$ cat src/design/mrq_pkg.sv
package mrq_pkg;

   localparam int QS_W   = 5;
   localparam int REQ_W  = 2;
   localparam int BYTE_W = 8;
   localparam int LEN_W  = 7;
   localparam int CNT_W  = 32;
   localparam int ST_W   = 2;

   typedef enum logic [REQ_W-1:0] {
      REQ_ENQ  = 2'd0,
      REQ_DEQ  = 2'd1,
      REQ_CLR  = 2'd2,
      REQ_NONE = 2'd3
   } req_code_type;

   // Also serves as the pending drop reason, where ST_OK means no drop.
   typedef enum logic [ST_W-1:0] {
      ST_OK    = 2'd0,
      ST_FULL  = 2'd1,
      ST_LONG  = 2'd2,
      ST_EMPTY = 2'd3
   } status_type;

   typedef struct packed {
      logic byte_we;
      logic byte_re;
      logic len_we;
      logic len_re;
   } mem_ctl_type;

endpackage

$ cat src/design/mrq_req_if.sv
interface mrq_req_if;
   import mrq_pkg::*;

   logic              valid;
   logic              ready;
   logic [REQ_W-1:0]  req_type;
   logic [BYTE_W-1:0] data_byte;
   logic              last_byte;

   modport source (output valid, req_type, data_byte, last_byte, input ready);
   modport sink   (input valid, req_type, data_byte, last_byte, output ready);

endinterface

$ cat src/design/mrq_rsp_if.sv
interface mrq_rsp_if;
   import mrq_pkg::*;

   logic              valid;
   logic              ready;
   logic [ST_W-1:0]   status;
   logic [BYTE_W-1:0] out_byte;
   logic              out_last;
   logic [LEN_W-1:0]  msg_length;
   logic [CNT_W-1:0]  full_count;
   logic [CNT_W-1:0]  empty_count;
   logic [CNT_W-1:0]  accepted_count;
   logic [CNT_W-1:0]  delivered_count;

   modport source (output valid, status, out_byte, out_last, msg_length, full_count,
                   empty_count, accepted_count, delivered_count, input ready);
   modport sink   (input valid, status, out_byte, out_last, msg_length, full_count,
                   empty_count, accepted_count, delivered_count, output ready);

endinterface

$ cat src/design/mrq_ctrl.sv
module mrq_ctrl #(
   parameter int SLOT_COUNT = 16,
   parameter int MSG_BYTES  = 64,
   localparam int SLOT_W = $clog2(SLOT_COUNT),
   localparam int OFF_W  = $clog2(MSG_BYTES + 1),
   localparam int ADDR_W = $clog2(SLOT_COUNT * MSG_BYTES)
) (
   input  logic                        clock,
   input  logic                        reset,
   input  logic [mrq_pkg::QS_W-1:0]    qsize,
   input  logic                        flush,
   mrq_req_if.sink                     req_ch,
   mrq_rsp_if.source                   rsp_ch,
   output mrq_pkg::mem_ctl_type        mem_ctl,
   output logic [ADDR_W-1:0]           byte_waddr,
   output logic [mrq_pkg::BYTE_W-1:0]  byte_wdata,
   output logic [ADDR_W-1:0]           byte_raddr,
   input  logic [mrq_pkg::BYTE_W-1:0]  byte_rdata,
   output logic [SLOT_W-1:0]           len_wslot,
   output logic [OFF_W-1:0]            len_wdata,
   output logic [SLOT_W-1:0]           len_rslot,
   input  logic [OFF_W-1:0]            len_rdata
);
   import mrq_pkg::*;

   localparam int NXT_W = (SLOT_W + 1 > QS_W) ? SLOT_W + 1 : QS_W;

   typedef enum logic [1:0] {S_IDLE, S_LEN, S_STREAM} state_type;

   state_type         state_ff, state_in;
   logic [SLOT_W-1:0] head_ff, head_in, tail_ff, tail_in, rd_slot_ff, rd_slot_in;
   logic [OFF_W-1:0]  off_ff, off_in, idx_ff, idx_in, cur_len_ff, cur_len_in;
   status_type        drop_ff, drop_in;
   logic [CNT_W-1:0]  full_cnt_ff, full_cnt_in, empty_cnt_ff, empty_cnt_in;
   logic [CNT_W-1:0]  acc_cnt_ff, acc_cnt_in, del_cnt_ff, del_cnt_in;
   logic              rsp_valid_ff, rsp_valid_in;
   status_type        status_ff, status_in;
   logic [BYTE_W-1:0] obyte_ff, obyte_in;
   logic              olast_ff, olast_in;
   logic [LEN_W-1:0]  olen_ff, olen_in;

   logic              out_free;
   logic              accept;
   status_type        drop_n;
   logic [OFF_W-1:0]  off_n;
   logic [OFF_W-1:0]  len_c;

   function automatic logic [SLOT_W-1:0] next_slot(input logic [SLOT_W-1:0] cur,
                                                  input logic [QS_W-1:0] size);
      logic [NXT_W-1:0]  nxt;
      logic [SLOT_W-1:0] res;
      nxt = NXT_W'(cur) + NXT_W'(1);
      if (nxt >= NXT_W'(size)) begin
         res = '0;
      end else begin
         res = nxt[SLOT_W-1:0];
      end
      return res;
   endfunction

   function automatic logic [ADDR_W-1:0] byte_addr(input logic [SLOT_W-1:0] slot,
                                                  input logic [OFF_W-1:0] off);
      return ADDR_W'(slot) * ADDR_W'(MSG_BYTES) + ADDR_W'(off);
   endfunction

   assign out_free = !rsp_valid_ff || rsp_ch.ready;
   assign accept   = req_ch.valid && (state_ff == S_IDLE) && out_free;

   // A length read past the message size can only come from a corrupt entry.
   assign len_c = (32'(len_rdata) > MSG_BYTES) ? OFF_W'(MSG_BYTES) : len_rdata;

   always_comb begin
      state_in     = state_ff;
      head_in      = head_ff;
      tail_in      = tail_ff;
      rd_slot_in   = rd_slot_ff;
      off_in       = off_ff;
      idx_in       = idx_ff;
      cur_len_in   = cur_len_ff;
      drop_in      = drop_ff;
      full_cnt_in  = full_cnt_ff;
      empty_cnt_in = empty_cnt_ff;
      acc_cnt_in   = acc_cnt_ff;
      del_cnt_in   = del_cnt_ff;
      rsp_valid_in = rsp_valid_ff && !rsp_ch.ready;
      status_in    = status_ff;
      obyte_in     = obyte_ff;
      olast_in     = olast_ff;
      olen_in      = olen_ff;
      drop_n       = drop_ff;
      off_n        = off_ff;
      mem_ctl      = '0;
      byte_waddr   = byte_addr(tail_ff, off_ff);
      byte_wdata   = req_ch.data_byte;
      byte_raddr   = byte_addr(rd_slot_ff, '0);
      len_wslot    = tail_ff;
      len_wdata    = off_ff;
      len_rslot    = head_ff;

      priority if (flush) begin
         head_in  = '0;
         tail_in  = '0;
         off_in   = '0;
         drop_in  = ST_OK;
      end else begin
         unique case (state_ff)
            S_IDLE: begin
               if (accept) begin
                  unique case (req_code_type'(req_ch.req_type))
                     REQ_ENQ: begin
                        if (drop_ff == ST_OK) begin
                           priority if (off_ff == '0 &&
                                        next_slot(tail_ff, qsize) == head_ff) begin
                              drop_n      = ST_FULL;
                              full_cnt_in = full_cnt_ff + CNT_W'(1);
                           end else if (32'(off_ff) >= MSG_BYTES) begin
                              drop_n      = ST_LONG;
                              full_cnt_in = full_cnt_ff + CNT_W'(1);
                           end else begin
                              mem_ctl.byte_we = 1'b1;
                              off_n           = off_ff + OFF_W'(1);
                           end
                        end
                        if (req_ch.last_byte) begin
                           rsp_valid_in = 1'b1;
                           obyte_in     = '0;
                           olast_in     = 1'b1;
                           olen_in      = '0;
                           off_in       = '0;
                           drop_in      = ST_OK;
                           if (drop_n != ST_OK) begin
                              status_in = drop_n;
                           end else begin
                              status_in      = ST_OK;
                              mem_ctl.len_we = 1'b1;
                              len_wdata      = off_n;
                              tail_in        = next_slot(tail_ff, qsize);
                              acc_cnt_in     = acc_cnt_ff + CNT_W'(1);
                           end
                        end else begin
                           off_in  = off_n;
                           drop_in = drop_n;
                        end
                     end
                     REQ_DEQ: begin
                        if (head_ff == tail_ff) begin
                           empty_cnt_in = empty_cnt_ff + CNT_W'(1);
                           rsp_valid_in = 1'b1;
                           status_in    = ST_EMPTY;
                           obyte_in     = '0;
                           olast_in     = 1'b1;
                           olen_in      = '0;
                        end else begin
                           mem_ctl.len_re = 1'b1;
                           rd_slot_in     = head_ff;
                           head_in        = next_slot(head_ff, qsize);
                           del_cnt_in     = del_cnt_ff + CNT_W'(1);
                           state_in       = S_LEN;
                        end
                     end
                     REQ_CLR: begin
                        head_in      = '0;
                        tail_in      = '0;
                        off_in       = '0;
                        drop_in      = ST_OK;
                        rsp_valid_in = 1'b1;
                        status_in    = ST_OK;
                        obyte_in     = '0;
                        olast_in     = 1'b1;
                        olen_in      = '0;
                     end
                     REQ_NONE: begin
                     end
                  endcase
               end
            end
            S_LEN: begin
               if (len_c == '0) begin
                  if (out_free) begin
                     rsp_valid_in = 1'b1;
                     status_in    = ST_OK;
                     obyte_in     = '0;
                     olast_in     = 1'b1;
                     olen_in      = '0;
                     state_in     = S_IDLE;
                  end
               end else begin
                  mem_ctl.byte_re = 1'b1;
                  byte_raddr      = byte_addr(rd_slot_ff, '0);
                  cur_len_in      = len_c;
                  idx_in          = '0;
                  state_in        = S_STREAM;
               end
            end
            S_STREAM: begin
               if (out_free) begin
                  rsp_valid_in = 1'b1;
                  status_in    = ST_OK;
                  obyte_in     = byte_rdata;
                  olast_in     = (idx_ff + OFF_W'(1) == cur_len_ff);
                  olen_in      = LEN_W'(cur_len_ff);
                  if (idx_ff + OFF_W'(1) == cur_len_ff) begin
                     state_in = S_IDLE;
                  end else begin
                     mem_ctl.byte_re = 1'b1;
                     byte_raddr      = byte_addr(rd_slot_ff, idx_ff + OFF_W'(1));
                     idx_in          = idx_ff + OFF_W'(1);
                  end
               end
            end
            default: begin
               state_in = S_IDLE;
            end
         endcase
      end
   end

   always_ff @(posedge clock) begin
      rd_slot_ff <= rd_slot_in;
      idx_ff     <= idx_in;
      cur_len_ff <= cur_len_in;
      status_ff  <= status_in;
      obyte_ff   <= obyte_in;
      olast_ff   <= olast_in;
      olen_ff    <= olen_in;
      if (reset) begin
         state_ff     <= S_IDLE;
         head_ff      <= '0;
         tail_ff      <= '0;
         off_ff       <= '0;
         drop_ff      <= ST_OK;
         full_cnt_ff  <= '0;
         empty_cnt_ff <= '0;
         acc_cnt_ff   <= '0;
         del_cnt_ff   <= '0;
         rsp_valid_ff <= 1'b0;
      end else begin
         state_ff     <= state_in;
         head_ff      <= head_in;
         tail_ff      <= tail_in;
         off_ff       <= off_in;
         drop_ff      <= drop_in;
         full_cnt_ff  <= full_cnt_in;
         empty_cnt_ff <= empty_cnt_in;
         acc_cnt_ff   <= acc_cnt_in;
         del_cnt_ff   <= del_cnt_in;
         rsp_valid_ff <= rsp_valid_in;
      end
   end

   assign req_ch.ready           = (state_ff == S_IDLE) && out_free;
   assign rsp_ch.valid           = rsp_valid_ff;
   assign rsp_ch.status          = status_ff;
   assign rsp_ch.out_byte        = obyte_ff;
   assign rsp_ch.out_last        = olast_ff;
   assign rsp_ch.msg_length      = olen_ff;
   // No item is taken while a result waits, so the live counters match it.
   assign rsp_ch.full_count      = full_cnt_ff;
   assign rsp_ch.empty_count     = empty_cnt_ff;
   assign rsp_ch.accepted_count  = acc_cnt_ff;
   assign rsp_ch.delivered_count = del_cnt_ff;

endmodule

$ cat src/flat_wrapper.sv
// flat-port wrapper written by rule: the top's interface ports become plain ports
module mrq_ctrl_flat import mrq_pkg::*;
#(
   parameter int SLOT_COUNT = 16,
   parameter int MSG_BYTES  = 64,
   localparam int SLOT_W = $clog2(SLOT_COUNT),
   localparam int OFF_W  = $clog2(MSG_BYTES + 1),
   localparam int ADDR_W = $clog2(SLOT_COUNT * MSG_BYTES)
)
  (clock, reset, qsize, flush, mem_ctl, byte_waddr, byte_wdata, byte_raddr, byte_rdata, len_wslot, len_wdata, len_rslot, len_rdata, req_ch_valid, req_ch_req_type, req_ch_data_byte, req_ch_last_byte, req_ch_ready, rsp_ch_valid, rsp_ch_status, rsp_ch_out_byte, rsp_ch_out_last, rsp_ch_msg_length, rsp_ch_full_count, rsp_ch_empty_count, rsp_ch_accepted_count, rsp_ch_delivered_count, rsp_ch_ready);
  mrq_req_if req_ch_i ();
  mrq_rsp_if rsp_ch_i ();
  input  logic clock;
  input  logic reset;
  input  logic [mrq_pkg::QS_W-1:0] qsize;
  input  logic flush;
  output mrq_pkg::mem_ctl_type mem_ctl;
  output logic [ADDR_W-1:0] byte_waddr;
  output logic [mrq_pkg::BYTE_W-1:0] byte_wdata;
  output logic [ADDR_W-1:0] byte_raddr;
  input  logic [mrq_pkg::BYTE_W-1:0] byte_rdata;
  output logic [SLOT_W-1:0] len_wslot;
  output logic [OFF_W-1:0] len_wdata;
  output logic [SLOT_W-1:0] len_rslot;
  input  logic [OFF_W-1:0] len_rdata;
  input wire logic [$bits(req_ch_i.valid)-1:0] req_ch_valid;
  input wire logic [$bits(req_ch_i.req_type)-1:0] req_ch_req_type;
  input wire logic [$bits(req_ch_i.data_byte)-1:0] req_ch_data_byte;
  input wire logic [$bits(req_ch_i.last_byte)-1:0] req_ch_last_byte;
  output wire logic [$bits(req_ch_i.ready)-1:0] req_ch_ready;
  output wire logic [$bits(rsp_ch_i.valid)-1:0] rsp_ch_valid;
  output wire logic [$bits(rsp_ch_i.status)-1:0] rsp_ch_status;
  output wire logic [$bits(rsp_ch_i.out_byte)-1:0] rsp_ch_out_byte;
  output wire logic [$bits(rsp_ch_i.out_last)-1:0] rsp_ch_out_last;
  output wire logic [$bits(rsp_ch_i.msg_length)-1:0] rsp_ch_msg_length;
  output wire logic [$bits(rsp_ch_i.full_count)-1:0] rsp_ch_full_count;
  output wire logic [$bits(rsp_ch_i.empty_count)-1:0] rsp_ch_empty_count;
  output wire logic [$bits(rsp_ch_i.accepted_count)-1:0] rsp_ch_accepted_count;
  output wire logic [$bits(rsp_ch_i.delivered_count)-1:0] rsp_ch_delivered_count;
  input wire logic [$bits(rsp_ch_i.ready)-1:0] rsp_ch_ready;
  assign req_ch_i.valid = req_ch_valid;
  assign req_ch_i.req_type = req_ch_req_type;
  assign req_ch_i.data_byte = req_ch_data_byte;
  assign req_ch_i.last_byte = req_ch_last_byte;
  assign req_ch_ready = req_ch_i.ready;
  assign rsp_ch_valid = rsp_ch_i.valid;
  assign rsp_ch_status = rsp_ch_i.status;
  assign rsp_ch_out_byte = rsp_ch_i.out_byte;
  assign rsp_ch_out_last = rsp_ch_i.out_last;
  assign rsp_ch_msg_length = rsp_ch_i.msg_length;
  assign rsp_ch_full_count = rsp_ch_i.full_count;
  assign rsp_ch_empty_count = rsp_ch_i.empty_count;
  assign rsp_ch_accepted_count = rsp_ch_i.accepted_count;
  assign rsp_ch_delivered_count = rsp_ch_i.delivered_count;
  assign rsp_ch_i.ready = rsp_ch_ready;
  mrq_ctrl #(.SLOT_COUNT(SLOT_COUNT), .MSG_BYTES(MSG_BYTES)) u_core (.clock(clock), .reset(reset), .qsize(qsize), .flush(flush), .req_ch(req_ch_i), .rsp_ch(rsp_ch_i), .mem_ctl(mem_ctl), .byte_waddr(byte_waddr), .byte_wdata(byte_wdata), .byte_raddr(byte_raddr), .byte_rdata(byte_rdata), .len_wslot(len_wslot), .len_wdata(len_wdata), .len_rslot(len_rslot), .len_rdata(len_rdata));
endmodule
$ cat config.mk
export PLATFORM = sky130hd
export DESIGN_NAME = mrq_ctrl_flat
export DESIGN_NICKNAME = d
export VERILOG_FILES = /design/src/design/mrq_pkg.sv /design/src/design/mrq_req_if.sv /design/src/design/mrq_rsp_if.sv /design/src/design/mrq_ctrl.sv /design/src/flat_wrapper.sv
export SDC_FILE = /design/constraint.sdc
export NUM_CORES = 1
export LEC_CHECK = 0
export BUFFER_PORTS_ARGS = -buffer_cell sky130_fd_sc_hd__buf_2
export CORE_ASPECT_RATIO = 1.2
export CORE_MARGIN = 4
export CORE_UTILIZATION = 50
export CTS_CLUSTER_SIZE = 16
export DETAILED_ROUTE_END_ITERATION = 10
export PLACE_DENSITY_LB_ADDON = 0.1
export SETUP_SLACK_MARGIN = 0.02
export SLEW_MARGIN = 0
export SYNTH_ARGS = -nofsm -noshare
export SYNTH_HDL_FRONTEND = slang
export SYNTH_SLANG_ARGS = --single-unit
$ cat constraint.sdc
create_clock -name clock -period 7.2 [get_ports clock]
set_clock_uncertainty 0.1 [all_clocks]
set_input_delay 2.16 -clock clock [delete_from_list [all_inputs] [get_ports clock]]
set_output_delay 2.16 -clock clock [all_outputs]
set_load 0.1 [all_outputs]
# After elaboration in Yosys (flattened, before gate mapping)
# Cells that the tools add are included.
# word_totals
reg_bits,184
in_bits,36
out_inout_bits,195
wordCells,199
# classes
add_sub_neg,10
n_lt_le_gt_ge,4
eq_ne,23
n_mux,109
n_bitwise,4
reduce_logical,32
# op_table
op,count
2-to-1 mux 7 bit,20
"adder 32 x 1 -> 32 bit, second input constant",4
2-to-1 mux 32 bit,2
2-to-1 mux 8 bit,6
case mux 8 bit (3 select lines),2
2-to-1 mux 2 bit,23
2-to-1 mux 4 bit,11
case mux 7 bit (3 select lines),2
2-to-1 mux 10 bit,4
case mux 7 bit (2 select lines),2
2-to-1 mux 1 bit,26
adder 10 x 7 -> 10 bit,2
AND reduction 5 bit,4
case mux 2 bit (3 select lines),3
case mux 4 bit (2 select lines),2
"adder 7 x 1 -> 7 bit, second input constant",2
zero test 7 bit,2
"!= test 2 bit, second input constant",7
AND reduction 7 bit,2
case mux 1 bit (3 select lines),4
AND reduction 6 bit,2
"adder 4 x 1 -> 5 bit, second input constant",2
greater-or-equal comparator 5 bit,2
"!= test 2 x 1 -> 1 bit, second input constant",5
other kinds (22),41

# Depth between registers and ports, before layout
# depth
ltp_word,23
depth_mapped,15
mapped_depth_nobuf,13

# Worst setup path before layout
# OpenSTA, ideal clock, no wires.
# synth_path
path_kind,input port to output port
from,input port qsize[4] in the netlist's numbering
to,output port len_wdata[1]
arrival_ps,6555
required_time_ps,4940
slack_ps,-1615
stages,11
path_buffers,1
cell_sequence,inv_1 ha_1 a21oi_1 nand2_1 a221o_1 a21o_1 or4_1 clkbuf_1 nand2_1 inv_2 o21ai_0
# synth_between
elab_chain_len,22
word_cells_on_any_way,24
classes_between,order compare (1); eq/ne (1); mux (20); reduce/logical (2)
# synth_rtl
item,line_no,text
"start, declared",flat_wrapper.sv:15,input logic [mrq_pkg::QS_W-1:0] qsize;
greater-or-equal comparator 5 bit *,mrq_ctrl.sv:53,if (nxt >= NXT_W'(size)) begin
2-to-1 mux 4 bit *,mrq_ctrl.sv:53,
2-to-1 mux 4 bit *,mrq_ctrl.sv:111,if (drop_ff == ST_OK) begin
2-to-1 mux 4 bit *,mrq_ctrl.sv:109,unique case (req_code_type'(req_ch.req_type))
2-to-1 mux 4 bit *,mrq_ctrl.sv:108,if (accept) begin
2-to-1 mux 4 bit *,mrq_ctrl.sv:106,unique case (state_ff)
2-to-1 mux 4 bit *,mrq_ctrl.sv:100,priority if (flush) begin
== test 4 bit *,mrq_ctrl.sv:113,"next_slot(tail_ff, qsize) == head_ff) begin"
[6 not listed],n/a,
2-to-1 mux 2 bit,mrq_ctrl.sv:100,
nonzero test 2 bit,mrq_ctrl.sv:131,if (drop_n != ST_OK) begin
2-to-1 mux 7 bit *,mrq_ctrl.sv:131,
2-to-1 mux 7 bit *,mrq_ctrl.sv:124,if (req_ch.last_byte) begin
2-to-1 mux 7 bit *,mrq_ctrl.sv:109,
2-to-1 mux 7 bit *,mrq_ctrl.sv:108,
2-to-1 mux 7 bit *,mrq_ctrl.sv:106,
2-to-1 mux 7 bit *,mrq_ctrl.sv:100,
"end, declared",flat_wrapper.sv:23,output logic [OFF_W-1:0] len_wdata;
# Mark *: on every way between the ends. The rest lies on a longest branch, timed or not. The select of a mux whose other input is x is not followed.

# Worst setup path in the final report
# layout_path
from,input port qsize[4] in the netlist's numbering
to,output port len_wdata[3]
# The elaborated chain is that of the path after synthesis.

==> flow_metrics.env <==
export IMPL_status="finished, final reports clean"
export IMPL_num_rows=54
export IMPL_power_density_nw_per_um2=183.6
export IMPL_hpwl_mm=17.35
export IMPL_synth_warnings=0
export IMPL_setup_viol=0
export IMPL_clock_latency_ns=0.43
export IMPL_critPathBufInv=4
export IMPL_viasPerCell=5.380
export IMPL_worstPathRequired_ns=4.94
export IMPL_startpoint="qsize[4]"
export IMPL_drt_initial_drc_count=607
export IMPL_slowest_delay_ns=0.56
export IMPL_synthToLayoutAreaGrowth_pct=21.86
export IMPL_cts_sinks=184
export IMPL_cp_max_fo=9
export IMPL_synth_most_common_cell="dfxtp_1"
export IMPL_nets=1322
export IMPL_synth_area_sq_um=9393
export IMPL_synthDistinctLibCells=67
export IMPL_chipHeight_um=158.1
export IMPL_ant_nets=0
export IMPL_hp_start="u_core.rsp_ch.accepted_count[31]"
export IMPL_yosysTopAreaCellShare=0.3154
export IMPL_place_area_sq_um=10840
export IMPL_cts_buffers=17
export IMPL_die_area_sq_um=21050
export IMPL_holdBufCountCts=0
export IMPL_critical_path_slowest_cell="or4_4"
export IMPL_worstSetupStartpointType="primary input"
export IMPL_crit_top_cell="nand2_1"
export IMPL_fin_ws_ns=0.1353
export IMPL_synth_edf_count=36
export IMPL_final_period_utilization=0.9812
export IMPL_die_w_um=133.1
export IMPL_port_buffers=214
export IMPL_drt_total_wl_mm=23.42
export IMPL_worst_pin_slew_ns=1.221
export IMPL_gp_congestion=0.8369
export IMPL_cts_tree="built"
export IMPL_cap_violations=0
export IMPL_end_kind="primary output"
export IMPL_critical_path_top_delay_family="simple AND/OR/NAND/NOR gates"
export IMPL_yosysTopAreaCell="dfxtp_1"
export IMPL_p_total_mw=2.101
export IMPL_worst_hold_slack_ns=0.3964
export IMPL_rsz0062_at_grt="false"
export IMPL_relSlewSlack=0.1786
export IMPL_hp_class="flip-flop to flip-flop"
export IMPL_clk_path_buf_depth=2
export IMPL_grt_max_degree=82
export IMPL_vdd_ir_drop_max_mv=0.1417
export IMPL_synthCells=1075
export IMPL_min_period_ns=7.065
export IMPL_ios=231
export IMPL_p_leak_nw=4.799
export IMPL_async_flop_share=0
export IMPL_initial_core_util=0.5130
export IMPL_vias=8177
export IMPL_drive_gt1_frac=0.2248
export IMPL_coreArea_sq_um=18310
export IMPL_crit_type="primary input to primary output"
export IMPL_reg2reg_from="u_core.len_wslot[0]"
export IMPL_synth_flop_cell="dfxtp_1"
export IMPL_critical_path_cell_chain="buf_2 -> inv_1 -> ha_1 -> a21oi_2 -> nand2_1 -> a221o_1 -> a21o_1 -> or4_4 -> nand2_4 -> bufinv_16 -> nand2_1 -> xnor2_4 -> buf_12"
export IMPL_finalHoldViolCount=0
export IMPL_fmax_mhz=141.5
export IMPL_grt_pass1_wl_mm=37.90
export IMPL_synth_seq_area_share=0.4305
export IMPL_synth_fp_nets=1142
export IMPL_drv_slew=0
export IMPL_setup_tns_final_ns=0
export IMPL_cp_arrival_ns=4.80
export IMPL_h_tree_depth=4
export IMPL_gr_usage_all_layers=0.2187
export IMPL_antenna_found_initial=0
export IMPL_drt_pass1_iter_count=5
export IMPL_clockRootBuffer="clkbuf_16"
export IMPL_design_area_sq_um=11450
export IMPL_diodes=0
export IMPL_dp_slack_ns=0.07456
export IMPL_drc=0
export IMPL_clk_pin_slew_worst_paths_ns=0.08
export IMPL_grt_pass1_vias=7518
export IMPL_synth_commonest_cells="148 x dfxtp_1, 129 x nor2_1, 87 x nand2_1"
export IMPL_synth_seq_cells=184
export IMPL_syn_area_per_cell_sq_um=8.737
export IMPL_routedWlPerCell_um=15.41
export IMPL_overflow=0
export IMPL_synth_area_leaders="dfxtp_1 32%, edfxtp_1 12%, xor2_1 6.2%, nor2_1 5.2%, xnor2_1 4.3%"
## power by group
group | switching, mW | internal [mW] | leakage [nW]
clock | 0.457 | 0.475 | 0.289
combinational | 0.0859 | 0.0288 | 3.00
sequential | 0.00259 | 1.05 | 1.51
## cells by family (layout without fill, tap and decap cells)
kind of cell / Yosys count / in the layout / synth area share
and+or+nand+nor: 497 / 497 / 0.2732
DFF: 184 / 184 / 0.4305
AOI/OAI and AO/OA: 151 / 151 / 0.09684
xor gates and xnor gates: 113 / 113 / 0.1062
buffers and inverters: 91 / 284 / 0.04289
adders and majority gates: 31 / 31 / 0.04129
muxes: 8 / 8 / 0.009058
## worst min-delay path: cells and delay by family, from the launching register on
family	cells	cell delay (ns)
AOI/OAI and AO/OA	2	0.13
DFF	1	0.32
## path summary, 6_finish.rpt
kind	endpoint	slack, ns	depth (start not counted)
setup / recovery	len_wdata[3]	0.14	13
hold / removal	u_core.rsp_ch.accepted_count[31]	0.40	2
setup reg to reg	u_core.rsp_ch.full_count[10]	2.98	11
hold reg to reg	u_core.rsp_ch.accepted_count[31]	0.40	2
## repair_timing
item / 4_1_cts / 5_1_grt
buffers inserted: 0 / 0
endpoints found under the setup margin: 0 / 3
gates resized for setup: 0 / 3
## flip-flops by register name (all words and copies together), names as in the netlist
register	cells
u_core.rsp_ch.valid	1
u_core.rsp_ch.accepted_count	32
u_core.rsp_ch.out_byte	8
u_core.drop_ff	2
u_core.rsp_ch.status	2
u_core.len_rslot	4
u_core.state_ff	2
u_core.len_wslot	4
u_core.rsp_ch.delivered_count	32
u_core.rsp_ch.empty_count	32
u_core.rsp_ch.msg_length	7
u_core.cur_len_ff	7
u_core.rsp_ch.full_count	32
u_core.off_ff	7
u_core.rsp_ch.out_last	1
u_core.idx_ff	7
u_core.rd_slot_ff	4
## per-layer routing
metal  track usage  vias to the layer above  wire length [um]
li1              -                     4098                 -
met1        0.2666                     3807              9860
met2        0.3792                      239             11490
met3       0.05912                       33              1636
met4       0.06908                        0               430
met5             0                        -                 0
## placed cells by master (no fill, tap or decap), drive strengths merged, types with 35 or more instances in the layout
cell / n
nand4: 41
xor2: 67
dfxtp: 148
buf: 221
a21oi: 56
nor2: 129
nand3: 53
o21ai: 54
edfxtp: 36
nand2: 87
xnor2: 46
and3: 36
or3: 35
inv: 38
## metrics by stage
| step | cells | util |
|---|---|---|
| 6_report | 1520 | 0.6251 |
| 5_1_grt | 1520 | 0.6251 |
| 4_1_cts | 1520 | 0.6244 |
| 3_5_place_dp | 1488 | 0.5919 |
| 3_3_place_gp | 1488 | 0.5919 |
| 2_1_floorplan | 1075 | - |
## final cells by class
type,count,area (sq um)
inverters,31,142.6
repair buffers,221,1246
flip-flops and latches,184,4044
clock buffers,18,439.2
well taps,252,315.3
multi-input cells,800,5104
clock inverters,14,155.1
fillers,1678,6864
Note: power is estimated with default switching activity, not from simulation.
